## config.mk

```make
export PLATFORM = sky130hd
export DESIGN_NAME = hsv_hsl_to_rgb_unit_flat
export DESIGN_NICKNAME = d
export VERILOG_FILES = /design/src/rtl/hhr_pkg.sv /design/src/rtl/hhr_req_if.sv /design/src/rtl/hhr_rsp_if.sv /design/src/rtl/hhr_front.sv /design/src/rtl/hhr_chroma.sv /design/src/rtl/hhr_mix.sv /design/src/rtl/hsv_hsl_to_rgb_unit.sv /design/src/flat_wrapper.sv
export SDC_FILE = /design/constraint.sdc
export NUM_CORES = 2
export LEC_CHECK = 0
export BUFFER_PORTS_ARGS = -buffer_cell sky130_fd_sc_hd__buf_2
export CAP_MARGIN = 30
export CORE_AREA = 2 2 311 313
export CTS_BUF_LIST = sky130_fd_sc_hd__clkbuf_8
export CTS_CLUSTER_DIAMETER = 50
export DETAILED_ROUTE_END_ITERATION = 7
export DIE_AREA = 0 0 313 315
export MAX_ROUTING_LAYER = met4
export REMOVE_ABC_BUFFERS = 1
export SLEW_MARGIN = 5
export SYNTH_ARGS = -nofsm -noshare
export SYNTH_HDL_FRONTEND = slang
export SYNTH_SLANG_ARGS = --single-unit
export TNS_END_PERCENT = 10
```

## constraint.sdc

```tcl
create_clock -name clock -period 31.7 [get_ports clock]
set_input_delay 7.925 -clock clock [delete_from_list [all_inputs] [get_ports clock]]
set_output_delay 7.925 -clock clock [all_outputs]
set_load 0.005 [all_outputs]
```

## src/rtl/hhr_pkg.sv

```systemverilog
// Package for the HSV/HSL to RGB converter: codes, constants, shared structs
// and the input clamp functions.
// No dependencies; every module of the converter imports it.
package hhr_pkg;

   // Default fraction width of the fixed-point color math
   localparam int FRAC_BITS_DEFAULT = 16;

   // Range limits of the color fields
   localparam logic [7:0] CHAN_MAX   = 8'd255;
   localparam logic [6:0] PCT_MAX    = 7'd100;
   localparam logic [8:0] HUE_MAX    = 9'd359;
   localparam logic [5:0] SECTOR_DEG = 6'd60;

   // Color model selector
   typedef enum logic [1:0] {
      FUNC_RGB  = 2'd0,
      FUNC_HSV  = 2'd1,
      FUNC_HSL  = 2'd2,
      FUNC_NONE = 2'd3
   } func_type;

   // Request payload as captured from the input channel
   typedef struct packed {
      logic [1:0]  func;
      logic [10:0] first_value;
      logic [10:0] second_value;
      logic [10:0] third_value;
      logic [10:0] alpha_in;
   } req_data_type;

   // Control that travels with every request down the pipeline
   typedef struct packed {
      logic       valid;
      func_type   func;
      logic [2:0] sector;
      logic [5:0] weight;
      logic [7:0] red_pass;
      logic [7:0] green_pass;
      logic [7:0] blue_pass;
      logic [7:0] alpha;
   } ctl_type;

   // Result register contents
   typedef struct packed {
      logic       valid;
      logic [7:0] red;
      logic [7:0] green;
      logic [7:0] blue;
      logic [7:0] alpha_out;
   } rsp_data_type;

   // Clamp a signed field to 0..255
   function automatic logic [7:0] clamp_byte(input logic signed [10:0] v);
      logic [7:0] r;
      if (v[10]) begin
         r = '0;
      end else if (v > $signed({3'b000, CHAN_MAX})) begin
         r = CHAN_MAX;
      end else begin
         r = v[7:0];
      end
      return r;
   endfunction

   // Clamp a signed field to 0..100 percent
   function automatic logic [6:0] clamp_pct(input logic signed [10:0] v);
      logic [6:0] r;
      if (v[10]) begin
         r = '0;
      end else if (v > $signed({4'b0000, PCT_MAX})) begin
         r = PCT_MAX;
      end else begin
         r = v[6:0];
      end
      return r;
   endfunction

   // Clamp a signed field to 0..359 degrees
   function automatic logic [8:0] clamp_hue(input logic signed [10:0] v);
      logic [8:0] r;
      if (v[10]) begin
         r = '0;
      end else if (v > $signed({2'b00, HUE_MAX})) begin
         r = HUE_MAX;
      end else begin
         r = v[8:0];
      end
      return r;
   endfunction

endpackage

```

## src/rtl/hhr_req_if.sv

```systemverilog
// Request channel of the HSV/HSL to RGB converter: valid/ready plus payload.
// Depends on nothing; field widths are fixed by the channel format.
interface hhr_req_if;
   logic               valid;
   logic               ready;
   logic [1:0]         func;
   logic signed [10:0] first_value;
   logic signed [10:0] second_value;
   logic signed [10:0] third_value;
   logic signed [10:0] alpha_in;

   modport source (
      output valid, func, first_value, second_value, third_value, alpha_in,
      input  ready
   );
   modport sink (
      input  valid, func, first_value, second_value, third_value, alpha_in,
      output ready
   );
endinterface

```

## src/rtl/hhr_rsp_if.sv

```systemverilog
// Response channel of the HSV/HSL to RGB converter: valid/ready plus RGBA.
// Depends on nothing; field widths are fixed by the channel format.
interface hhr_rsp_if;
   logic       valid;
   logic       ready;
   logic [7:0] red;
   logic [7:0] green;
   logic [7:0] blue;
   logic [7:0] alpha_out;

   modport source (
      output valid, red, green, blue, alpha_out,
      input  ready
   );
   modport sink (
      input  valid, red, green, blue, alpha_out,
      output ready
   );
endinterface

```

## src/rtl/hhr_front.sv

```systemverilog
// First pipeline stage: clamp the request, convert percentages to fixed point,
// find the hue sector and form the chroma multiplier operand. Uses hhr_pkg.
module hhr_front
   import hhr_pkg::*;
#(
   parameter int FRAC_BITS = FRAC_BITS_DEFAULT
) (
   input  logic                 clock,
   input  logic                 reset,
   input  logic                 advance,
   input  logic                 in_valid,
   input  req_data_type         req_data,
   output ctl_type              ctl_out,
   output logic [FRAC_BITS:0]   sat_q,
   output logic [FRAC_BITS:0]   lum_q,
   output logic [FRAC_BITS:0]   mul_q
);

   // 1.0 in fixed point, one bit of headroom above
   localparam logic [FRAC_BITS+1:0] ONE_Q = {2'b01, {FRAC_BITS{1'b0}}};

   // Percent to fixed point: floor(p * 2^FRAC_BITS / 100), built at elaboration
   logic [FRAC_BITS:0] pct_tbl [0:PCT_MAX];

   for (genvar i = 0; i <= PCT_MAX; i++) begin : g_pct
      localparam longint unsigned PCT_VAL =
         (longint'(i) << FRAC_BITS) / longint'(PCT_MAX);
      assign pct_tbl[i] = PCT_VAL[FRAC_BITS:0];
   end

   logic [8:0]           hue;
   logic [6:0]           sat_pct;
   logic [6:0]           lum_pct;
   logic [FRAC_BITS:0]   sat_val;
   logic [FRAC_BITS:0]   lum_val;
   logic [2:0]           sector;
   logic [8:0]           sector_base;
   logic [8:0]           offset;
   logic [5:0]           weight;
   logic [FRAC_BITS+1:0] twice_lum;
   logic [FRAC_BITS+1:0] deviation;
   logic [FRAC_BITS+1:0] hsl_span;
   ctl_type              ctl_in;
   ctl_type              ctl_ff;
   logic [FRAC_BITS:0]   sat_in;
   logic [FRAC_BITS:0]   sat_ff;
   logic [FRAC_BITS:0]   lum_in;
   logic [FRAC_BITS:0]   lum_ff;
   logic [FRAC_BITS:0]   mul_in;
   logic [FRAC_BITS:0]   mul_ff;

   // Clamp and look up the fixed-point saturation and value/lightness
   always_comb begin
      hue     = clamp_hue(req_data.first_value);
      sat_pct = clamp_pct(req_data.second_value);
      lum_pct = clamp_pct(req_data.third_value);
      sat_val = pct_tbl[sat_pct];
      lum_val = pct_tbl[lum_pct];
   end

   // Pick the 60-degree sector and the hue weight within it
   always_comb begin
      sector = 3'd5;
      for (int k = 4; k >= 0; k--) begin
         if (hue < 9'((k + 1) * int'(SECTOR_DEG))) begin
            sector = 3'(k);
         end
      end
      sector_base = {6'd0, sector} * {3'd0, SECTOR_DEG};
      offset      = hue - sector_base;
      // rising edge of the ramp in even sectors, falling edge in odd ones
      weight      = sector[0] ? (SECTOR_DEG - offset[5:0]) : offset[5:0];
   end

   // Form the chroma operand: value for HSV, 1 - |2L - 1| for HSL
   always_comb begin
      twice_lum = {lum_val, 1'b0};
      if (twice_lum >= ONE_Q) begin
         deviation = twice_lum - ONE_Q;
      end else begin
         deviation = ONE_Q - twice_lum;
      end
      hsl_span = ONE_Q - deviation;
      if (func_type'(req_data.func) == FUNC_HSL) begin
         mul_in = hsl_span[FRAC_BITS:0];
      end else begin
         mul_in = lum_val;
      end
      sat_in = sat_val;
      lum_in = lum_val;
   end

   // Collect control for the downstream stages
   always_comb begin
      ctl_in.valid      = in_valid;
      ctl_in.func       = func_type'(req_data.func);
      ctl_in.sector     = sector;
      ctl_in.weight     = weight;
      ctl_in.red_pass   = clamp_byte(req_data.first_value);
      ctl_in.green_pass = clamp_byte(req_data.second_value);
      ctl_in.blue_pass  = clamp_byte(req_data.third_value);
      ctl_in.alpha      = clamp_byte(req_data.alpha_in);
   end

   // Stage register; hold while the pipeline is stalled
   always_ff @(posedge clock) begin
      if (reset) begin
         ctl_ff.valid <= 1'b0;
      end else if (advance) begin
         ctl_ff <= ctl_in;
         sat_ff <= sat_in;
         lum_ff <= lum_in;
         mul_ff <= mul_in;
      end
   end

   assign ctl_out = ctl_ff;
   assign sat_q   = sat_ff;
   assign lum_q   = lum_ff;
   assign mul_q   = mul_ff;

endmodule

```

## src/rtl/hhr_chroma.sv

```systemverilog
// Chroma stages: multiply out chroma, form the offset, scale chroma by the
// hue weight and divide by 60 with a reciprocal multiply. Uses hhr_pkg.
module hhr_chroma
   import hhr_pkg::*;
#(
   parameter int FRAC_BITS = FRAC_BITS_DEFAULT
) (
   input  logic               clock,
   input  logic               reset,
   input  logic               advance,
   input  ctl_type            ctl_in,
   input  logic [FRAC_BITS:0] sat_q,
   input  logic [FRAC_BITS:0] lum_q,
   input  logic [FRAC_BITS:0] mul_q,
   output ctl_type            ctl_out,
   output logic [FRAC_BITS:0] chroma,
   output logic [FRAC_BITS:0] ramp,
   output logic [FRAC_BITS:0] offset_m
);

   // Division by 60 is a drop of the two low bits and then a division by 15.
   // With a reciprocal of VAL_W + 4 fraction bits the truncated quotient is
   // exact over the whole operand range.
   localparam int PRE_SHIFT   = 2;
   localparam int DIV_PART    = int'(SECTOR_DEG) >> PRE_SHIFT;
   localparam int PROD_W      = FRAC_BITS + 7;
   localparam int VAL_W       = PROD_W - PRE_SHIFT;
   localparam int RECIP_SHIFT = VAL_W + 4;
   localparam int RECIP_W     = RECIP_SHIFT - 3;
   localparam longint unsigned RECIP_L =
      ((longint'(1) << RECIP_SHIFT) + longint'(DIV_PART - 1)) / longint'(DIV_PART);
   localparam logic [RECIP_W-1:0] RECIP_Q = RECIP_L[RECIP_W-1:0];

   logic [2*FRAC_BITS+1:0]     chroma_prod;
   logic [FRAC_BITS:0]         chroma2_in;
   logic [FRAC_BITS:0]         chroma2_ff;
   logic [FRAC_BITS:0]         lum2_ff;
   ctl_type                    ctl2_ff;

   logic [PROD_W-1:0]          ramp3_in;
   logic [PROD_W-1:0]          ramp3_ff;
   logic [FRAC_BITS:0]         m3_in;
   logic [FRAC_BITS:0]         m3_ff;
   logic [FRAC_BITS:0]         chroma3_ff;
   ctl_type                    ctl3_ff;

   logic [VAL_W-1:0]           quot_val;
   logic [VAL_W+RECIP_W-1:0]   quot_prod;
   logic [FRAC_BITS:0]         ramp4_in;
   logic [FRAC_BITS:0]         ramp4_ff;
   logic [FRAC_BITS:0]         m4_ff;
   logic [FRAC_BITS:0]         chroma4_ff;
   ctl_type                    ctl4_ff;

   // Chroma: operand times saturation, back to FRAC_BITS fraction bits
   always_comb begin
      chroma_prod = {{(FRAC_BITS+1){1'b0}}, mul_q} * {{(FRAC_BITS+1){1'b0}}, sat_q};
      chroma2_in  = chroma_prod[2*FRAC_BITS:FRAC_BITS];
   end

   always_ff @(posedge clock) begin
      if (reset) begin
         ctl2_ff.valid <= 1'b0;
      end else if (advance) begin
         ctl2_ff    <= ctl_in;
         chroma2_ff <= chroma2_in;
         lum2_ff    <= lum_q;
      end
   end

   // Weight the chroma by the hue ramp and form the offset m
   always_comb begin
      ramp3_in = {6'd0, chroma2_ff} * {{(FRAC_BITS+1){1'b0}}, ctl2_ff.weight};
      if (ctl2_ff.func == FUNC_HSV) begin
         m3_in = lum2_ff - chroma2_ff;
      end else begin
         m3_in = lum2_ff - {1'b0, chroma2_ff[FRAC_BITS:1]};
      end
   end

   always_ff @(posedge clock) begin
      if (reset) begin
         ctl3_ff.valid <= 1'b0;
      end else if (advance) begin
         ctl3_ff    <= ctl2_ff;
         ramp3_ff   <= ramp3_in;
         m3_ff      <= m3_in;
         chroma3_ff <= chroma2_ff;
      end
   end

   // Divide the weighted chroma by 60
   always_comb begin
      quot_val  = ramp3_ff[PROD_W-1:PRE_SHIFT];
      quot_prod = {{RECIP_W{1'b0}}, quot_val} * {{VAL_W{1'b0}}, RECIP_Q};
      ramp4_in  = quot_prod[RECIP_SHIFT +: FRAC_BITS+1];
   end

   always_ff @(posedge clock) begin
      if (reset) begin
         ctl4_ff.valid <= 1'b0;
      end else if (advance) begin
         ctl4_ff    <= ctl3_ff;
         ramp4_ff   <= ramp4_in;
         m4_ff      <= m3_ff;
         chroma4_ff <= chroma3_ff;
      end
   end

   assign ctl_out  = ctl4_ff;
   assign chroma   = chroma4_ff;
   assign ramp     = ramp4_ff;
   assign offset_m = m4_ff;

endmodule

```

## src/rtl/hhr_mix.sv

```systemverilog
// Output stages: route chroma and ramp to channels by sector, add the offset,
// scale to 8 bits and select by color model. Uses hhr_pkg.
module hhr_mix
   import hhr_pkg::*;
#(
   parameter int FRAC_BITS = FRAC_BITS_DEFAULT
) (
   input  logic               clock,
   input  logic               reset,
   input  logic               advance,
   input  ctl_type            ctl_in,
   input  logic [FRAC_BITS:0] chroma,
   input  logic [FRAC_BITS:0] ramp,
   input  logic [FRAC_BITS:0] offset_m,
   output rsp_data_type       rsp_data
);

   logic [FRAC_BITS:0]   part_r;
   logic [FRAC_BITS:0]   part_g;
   logic [FRAC_BITS:0]   part_b;
   logic [FRAC_BITS+1:0] sum_r_in;
   logic [FRAC_BITS+1:0] sum_g_in;
   logic [FRAC_BITS+1:0] sum_b_in;
   logic [FRAC_BITS+1:0] sum_r_ff;
   logic [FRAC_BITS+1:0] sum_g_ff;
   logic [FRAC_BITS+1:0] sum_b_ff;
   ctl_type              ctl5_ff;
   rsp_data_type         rsp_in;
   rsp_data_type         rsp_ff;

   // Scale a fixed-point level by 255 and truncate, saturating at 255
   function automatic logic [7:0] to_byte(input logic [FRAC_BITS+1:0] q);
      logic [FRAC_BITS+9:0] scaled;
      logic [9:0]           level;
      scaled = {q, 8'd0} - {8'd0, q};
      level  = scaled[FRAC_BITS+9:FRAC_BITS];
      return (level > {2'b00, CHAN_MAX}) ? CHAN_MAX : level[7:0];
   endfunction

   // Route chroma and ramp to the channels of this sector
   always_comb begin
      case (ctl_in.sector)
         3'd0: begin
            part_r = chroma; part_g = ramp;   part_b = '0;
         end
         3'd1: begin
            part_r = ramp;   part_g = chroma; part_b = '0;
         end
         3'd2: begin
            part_r = '0;     part_g = chroma; part_b = ramp;
         end
         3'd3: begin
            part_r = '0;     part_g = ramp;   part_b = chroma;
         end
         3'd4: begin
            part_r = ramp;   part_g = '0;     part_b = chroma;
         end
         default: begin
            part_r = chroma; part_g = '0;     part_b = ramp;
         end
      endcase
      sum_r_in = {1'b0, part_r} + {1'b0, offset_m};
      sum_g_in = {1'b0, part_g} + {1'b0, offset_m};
      sum_b_in = {1'b0, part_b} + {1'b0, offset_m};
   end

   always_ff @(posedge clock) begin
      if (reset) begin
         ctl5_ff.valid <= 1'b0;
      end else if (advance) begin
         ctl5_ff  <= ctl_in;
         sum_r_ff <= sum_r_in;
         sum_g_ff <= sum_g_in;
         sum_b_ff <= sum_b_in;
      end
   end

   // Pick the result by color model; an unused code gives black
   always_comb begin
      rsp_in.valid     = ctl5_ff.valid;
      rsp_in.alpha_out = ctl5_ff.alpha;
      case (ctl5_ff.func)
         FUNC_RGB: begin
            rsp_in.red   = ctl5_ff.red_pass;
            rsp_in.green = ctl5_ff.green_pass;
            rsp_in.blue  = ctl5_ff.blue_pass;
         end
         FUNC_HSV, FUNC_HSL: begin
            rsp_in.red   = to_byte(sum_r_ff);
            rsp_in.green = to_byte(sum_g_ff);
            rsp_in.blue  = to_byte(sum_b_ff);
         end
         default: begin
            rsp_in.red   = '0;
            rsp_in.green = '0;
            rsp_in.blue  = '0;
         end
      endcase
   end

   // Output register; hold the result until the response is taken
   always_ff @(posedge clock) begin
      if (reset) begin
         rsp_ff.valid <= 1'b0;
      end else if (advance) begin
         rsp_ff <= rsp_in;
      end
   end

   assign rsp_data = rsp_ff;

endmodule

```

## src/rtl/hsv_hsl_to_rgb_unit.sv

```systemverilog
// HSV/HSL/RGB to 8-bit RGBA converter, six register stages deep.
// A request is captured at the accepting edge and passes the front, chroma,
// ramp, quotient, sum and output registers. Throughput: one request per cycle
// unless responses stall; the chroma, ramp and reciprocal multipliers are fully pipelined.
// Reset (synchronous) empties the pipeline; no other state is kept.
module hsv_hsl_to_rgb_unit
   import hhr_pkg::*;
#(
   parameter int FRAC_BITS = FRAC_BITS_DEFAULT
) (
   input  logic       clock,
   input  logic       reset,
   hhr_req_if.sink    req_bus,
   hhr_rsp_if.source  rsp_bus
);

   logic               advance;
   req_data_type       req_data;
   ctl_type            front_ctl;
   logic [FRAC_BITS:0] sat_q;
   logic [FRAC_BITS:0] lum_q;
   logic [FRAC_BITS:0] mul_q;
   ctl_type            chroma_ctl;
   logic [FRAC_BITS:0] chroma;
   logic [FRAC_BITS:0] ramp;
   logic [FRAC_BITS:0] offset_m;
   rsp_data_type       rsp_data;

   // Advance all stages unless a finished response is waiting
   assign advance       = !rsp_data.valid || rsp_bus.ready;
   assign req_bus.ready = advance;

   // Pack the request payload
   assign req_data.func         = req_bus.func;
   assign req_data.first_value  = req_bus.first_value;
   assign req_data.second_value = req_bus.second_value;
   assign req_data.third_value  = req_bus.third_value;
   assign req_data.alpha_in     = req_bus.alpha_in;

   hhr_front #(
      .FRAC_BITS (FRAC_BITS)
   ) u_front (
      .clock    (clock),
      .reset    (reset),
      .advance  (advance),
      .in_valid (req_bus.valid),
      .req_data (req_data),
      .ctl_out  (front_ctl),
      .sat_q    (sat_q),
      .lum_q    (lum_q),
      .mul_q    (mul_q)
   );

   hhr_chroma #(
      .FRAC_BITS (FRAC_BITS)
   ) u_chroma (
      .clock    (clock),
      .reset    (reset),
      .advance  (advance),
      .ctl_in   (front_ctl),
      .sat_q    (sat_q),
      .lum_q    (lum_q),
      .mul_q    (mul_q),
      .ctl_out  (chroma_ctl),
      .chroma   (chroma),
      .ramp     (ramp),
      .offset_m (offset_m)
   );

   hhr_mix #(
      .FRAC_BITS (FRAC_BITS)
   ) u_mix (
      .clock    (clock),
      .reset    (reset),
      .advance  (advance),
      .ctl_in   (chroma_ctl),
      .chroma   (chroma),
      .ramp     (ramp),
      .offset_m (offset_m),
      .rsp_data (rsp_data)
   );

   // Drive the response channel from the output register
   assign rsp_bus.valid     = rsp_data.valid;
   assign rsp_bus.red       = rsp_data.red;
   assign rsp_bus.green     = rsp_data.green;
   assign rsp_bus.blue      = rsp_data.blue;
   assign rsp_bus.alpha_out = rsp_data.alpha_out;

endmodule

```

## src/flat_wrapper.sv

```systemverilog
// flat-port wrapper written by rule: the top's interface ports become plain ports
module hsv_hsl_to_rgb_unit_flat import hhr_pkg::*;
#(
   parameter int FRAC_BITS = FRAC_BITS_DEFAULT
)
  (clock, reset, req_bus_valid, req_bus_func, req_bus_first_value, req_bus_second_value, req_bus_third_value, req_bus_alpha_in, req_bus_ready, rsp_bus_valid, rsp_bus_red, rsp_bus_green, rsp_bus_blue, rsp_bus_alpha_out, rsp_bus_ready);
  hhr_req_if req_bus_i ();
  hhr_rsp_if rsp_bus_i ();
  input  logic clock;
  input  logic reset;
  input wire logic [$bits(req_bus_i.valid)-1:0] req_bus_valid;
  input wire logic [$bits(req_bus_i.func)-1:0] req_bus_func;
  input wire logic [$bits(req_bus_i.first_value)-1:0] req_bus_first_value;
  input wire logic [$bits(req_bus_i.second_value)-1:0] req_bus_second_value;
  input wire logic [$bits(req_bus_i.third_value)-1:0] req_bus_third_value;
  input wire logic [$bits(req_bus_i.alpha_in)-1:0] req_bus_alpha_in;
  output wire logic [$bits(req_bus_i.ready)-1:0] req_bus_ready;
  output wire logic [$bits(rsp_bus_i.valid)-1:0] rsp_bus_valid;
  output wire logic [$bits(rsp_bus_i.red)-1:0] rsp_bus_red;
  output wire logic [$bits(rsp_bus_i.green)-1:0] rsp_bus_green;
  output wire logic [$bits(rsp_bus_i.blue)-1:0] rsp_bus_blue;
  output wire logic [$bits(rsp_bus_i.alpha_out)-1:0] rsp_bus_alpha_out;
  input wire logic [$bits(rsp_bus_i.ready)-1:0] rsp_bus_ready;
  assign req_bus_i.valid = req_bus_valid;
  assign req_bus_i.func = req_bus_func;
  assign req_bus_i.first_value = req_bus_first_value;
  assign req_bus_i.second_value = req_bus_second_value;
  assign req_bus_i.third_value = req_bus_third_value;
  assign req_bus_i.alpha_in = req_bus_alpha_in;
  assign req_bus_ready = req_bus_i.ready;
  assign rsp_bus_valid = rsp_bus_i.valid;
  assign rsp_bus_red = rsp_bus_i.red;
  assign rsp_bus_green = rsp_bus_i.green;
  assign rsp_bus_blue = rsp_bus_i.blue;
  assign rsp_bus_alpha_out = rsp_bus_i.alpha_out;
  assign rsp_bus_i.ready = rsp_bus_ready;
  hsv_hsl_to_rgb_unit #(.FRAC_BITS(FRAC_BITS)) u_core (.clock(clock), .reset(reset), .req_bus(req_bus_i), .rsp_bus(rsp_bus_i));
endmodule
```

==> results.md <==
* Cell Area, Placed at 44100 µm²
* Die ar. at between 90000 and 100000 µm²
* Clock Skews at 0.0432 ns
* Post-synthesis sequential area ratio at roughly 34%
* Slew HR at 30.5%
* Most utilized layer in the global route result: met2
* Largest net degree at the start of global routing at 188
* Largest family of logic cells by synthesized area: adder cells
* Final cell count without fillers at about 5600
* Async set-reset flop share out of synthesis at 0%
* Final-report hold violation count at 0
* Fin crit period at 16.82 ns
* Worst Path Class, Setup: input pin to primary output
* DR vias/cell at 5.47
* Total number of vias at 30757
* Core Box Area at 95700 µm²
* Detailed Routing Iterations Pass 1 at 8
* Maxcap violations at 0
* Nets at 5121
* Worst-Margin Slew at approximately 1.0 ns
* Worst-path clk slew at 0.06 ns
* Data arrival, critical path at 8.90 ns
* Syn Inst Count at between 4000 and 5000
* Clock tree root buffer cell: clkbuf_8
* Syn_area_per_cell at 9.98 µm²
* Hold Buf Count CTS at 0
* IO Count at 84
* Most frequent cells in the layout: inv_1, nand2_1, edfxtp_1
* Post-DP HPWL at 77100 µm
* Clk sink count at 477
* Post-cts sizing count at 0
* Multiplexer area fraction after synthesis at less than 1%
* M3 GR Usage at between 3 and 4%
* Mapped cell area at between 40000 and 50000 µm²
* Setup violators final at 0
* Dpl cells at between 5000 and 6000
* DR DRC count at 7
* Commonest non-fill, non-tap cell in the layout: inv_1
* CP endpoint kind: primary output
* Post-CTS setup buffer count at 0
* Post-Synth Adder-Cell Area at 29.2%
* First-pass GRT wire length at roughly 170000 µm
* Die height at approximately 320 µm
* Synth Area in Simple Gates at 13.2%
* Post-synthesis compound-gate area fraction at a little over an eighth
* Data required, critical path at about 24 ns
* GRT met1 Usage at between 20 and 30%
* Starting Density at 44.3%
* First DRT Iteration DRCs at between 2000 and 2500
* Max clock buf depth at 3
* Maximum fanout along the worst path at 8
* Final Instance Area at ~46000 µm²
* CP Launch Type: input pin
* CTS tree: built
* Antenna violations before repair at 1
* Failing checks: DRC
* Setup TNS at 0 ns
* Clk_lat worst skew at 0.68 ns
* Antenna Nets Post-Route at 0
* Hold Path Class: flip-flop to flip-flop
* Final period util at 53.1%
* Outcome: complete, but fails checks
* Vias in the first global route at 30879
* Global routing usage on met2 at 35.8%
* Synth Warn # at 0
* Distinct cells, synth at 102
* IO Port Bufs at 83
* H-tree depth at 3
* RSZ-0062 raised after global routing: no
* Fmax at 0.0594 GHz
* Slew Viols, Final at 0
* Rows at 114
* Main synth FF type: edfxtp_1
* Placer Congestion at 0.939
* All-Layer GR Usage at 22.0%
* Layout area overhead at 8.17%
* WL/cell at 18.6 µm
* Total gr overflow at 0
* Die width at ~310 µm
* Routed WL at 105000 µm
* Final core utilization at 48.0%
* Share of post-route cells with drive strength above 1 at roughly 7.2%
* Register bit total from synthesis at 477
* Post-synth EDFFs at 471
* XOR/XNOR share of the synthesized area at around 2.8%
* Clock buffer count from CTS at 84
-- routing by layer --
layer,part of all wire (%),vias to the layer above
met3,5.6,222
met2,48,928
met1,44,14934
li1,-,14673
met4,2.9,0
met5,0,-
-- path summary, 6_finish.rpt --
| kind | to | slack (ns) | start | cells past startpoint |
|---|---|---|---|---|
| max | req_bus_ready | 14.88 | rsp_bus_ready | 4 |
| max reg2reg | u_core.u_chroma.chroma2_ff[9] | 24.23 | u_core.u_front.mul_q[9] | 23 |
| min | u_core.u_chroma.ctl2_ff[26] | 0.39 | u_core.u_front.ctl_out[26] | 0 |
| min reg2reg | u_core.u_chroma.ctl2_ff[26] | 0.39 | u_core.u_front.ctl_out[26] | 0 |
-- final cells by class --
| type | instances | area [µm²] |
|---|---|---|
| Clock inverter | 63 | 596 |
| Timing Repair Buffer | 136 | 853 |
| Multi-Input combinational cell | 2983 | 25200 |
| Tap cell | 1276 | 1600 |
| Antenna cell | 1 | 2.50 |
| Fill cell | 8969 | 49800 |
| Clock buffer | 84 | 1160 |
| Inverter | 607 | 2280 |
| Sequential cell | 477 | 14300 |
-- worst max-delay path, stage by stage --
cell and delay, ns:
buf_2 0.10, nor2b_1 0.47, inv_1 0.22, buf_2 0.18
-- synth_stat cells, types with 32 or more instances --
cell / count / area [µm²]
inv_1: 601 / 2260
nand2_1: 480 / 1800
edfxtp_1: 471 / 14100
ha_1: 434 / 5430
fa_1: 348 / 6970
nor2_1: 250 / 938
a21oi_1: 207 / 1040
o21ai_0: 195 / 976
clkbuf_1: 151 / 567
and2_1: 147 / 920
xnor2_1: 105 / 920
nor3_1: 74 / 370
nand3_1: 62 / 310
a21o_1: 60 / 450
a22o_1: 34 / 298
a31oi_1: 32 / 200
-- cells by family (layout without fill, tap and decap cells) --
kind of cell / Yosys count / count (layout)
other cells: 0 / 1
fa+ha+maj: 783 / 783
simple gates: 1192 / 1192
compound gates: 843 / 843
mux: 30 / 30
buf+inv: 791 / 890
xor+xnor: 135 / 135
flops: 477 / 477
-- sequential cells by signal, summed over array words and instances, names as in the netlist, 18 cells and up --
signal                    cells
u_core.u_chroma.ctl2_ff      44
u_core.u_chroma.ctl3_ff      38
u_core.u_chroma.ctl_out      38
u_core.u_chroma.ramp3_ff     21
u_core.u_front.ctl_out       44
u_core.u_mix.ctl5_ff         35
u_core.u_mix.rsp_data        33
u_core.u_mix.sum_b_ff        18
u_core.u_mix.sum_g_ff        18
u_core.u_mix.sum_r_ff        18
-- stage by stage --
| stage | setup slack (ns) | hold WS [ns] |
|---|---|---|
| finish | 14.88 | 0.392 |
| global route | 14.71 | 0.409 |
| CTS | 14.86 | 0.395 |
| detailed placement | 14.87 | 0.405 |
| global placement | 14.92 | 0.400 |
| floorplan | 2.87 | 0.400 |
Power is left out: the tool's default activity adds up to more than one toggle a clock period on the data nets, which glitch-free logic cannot reach.
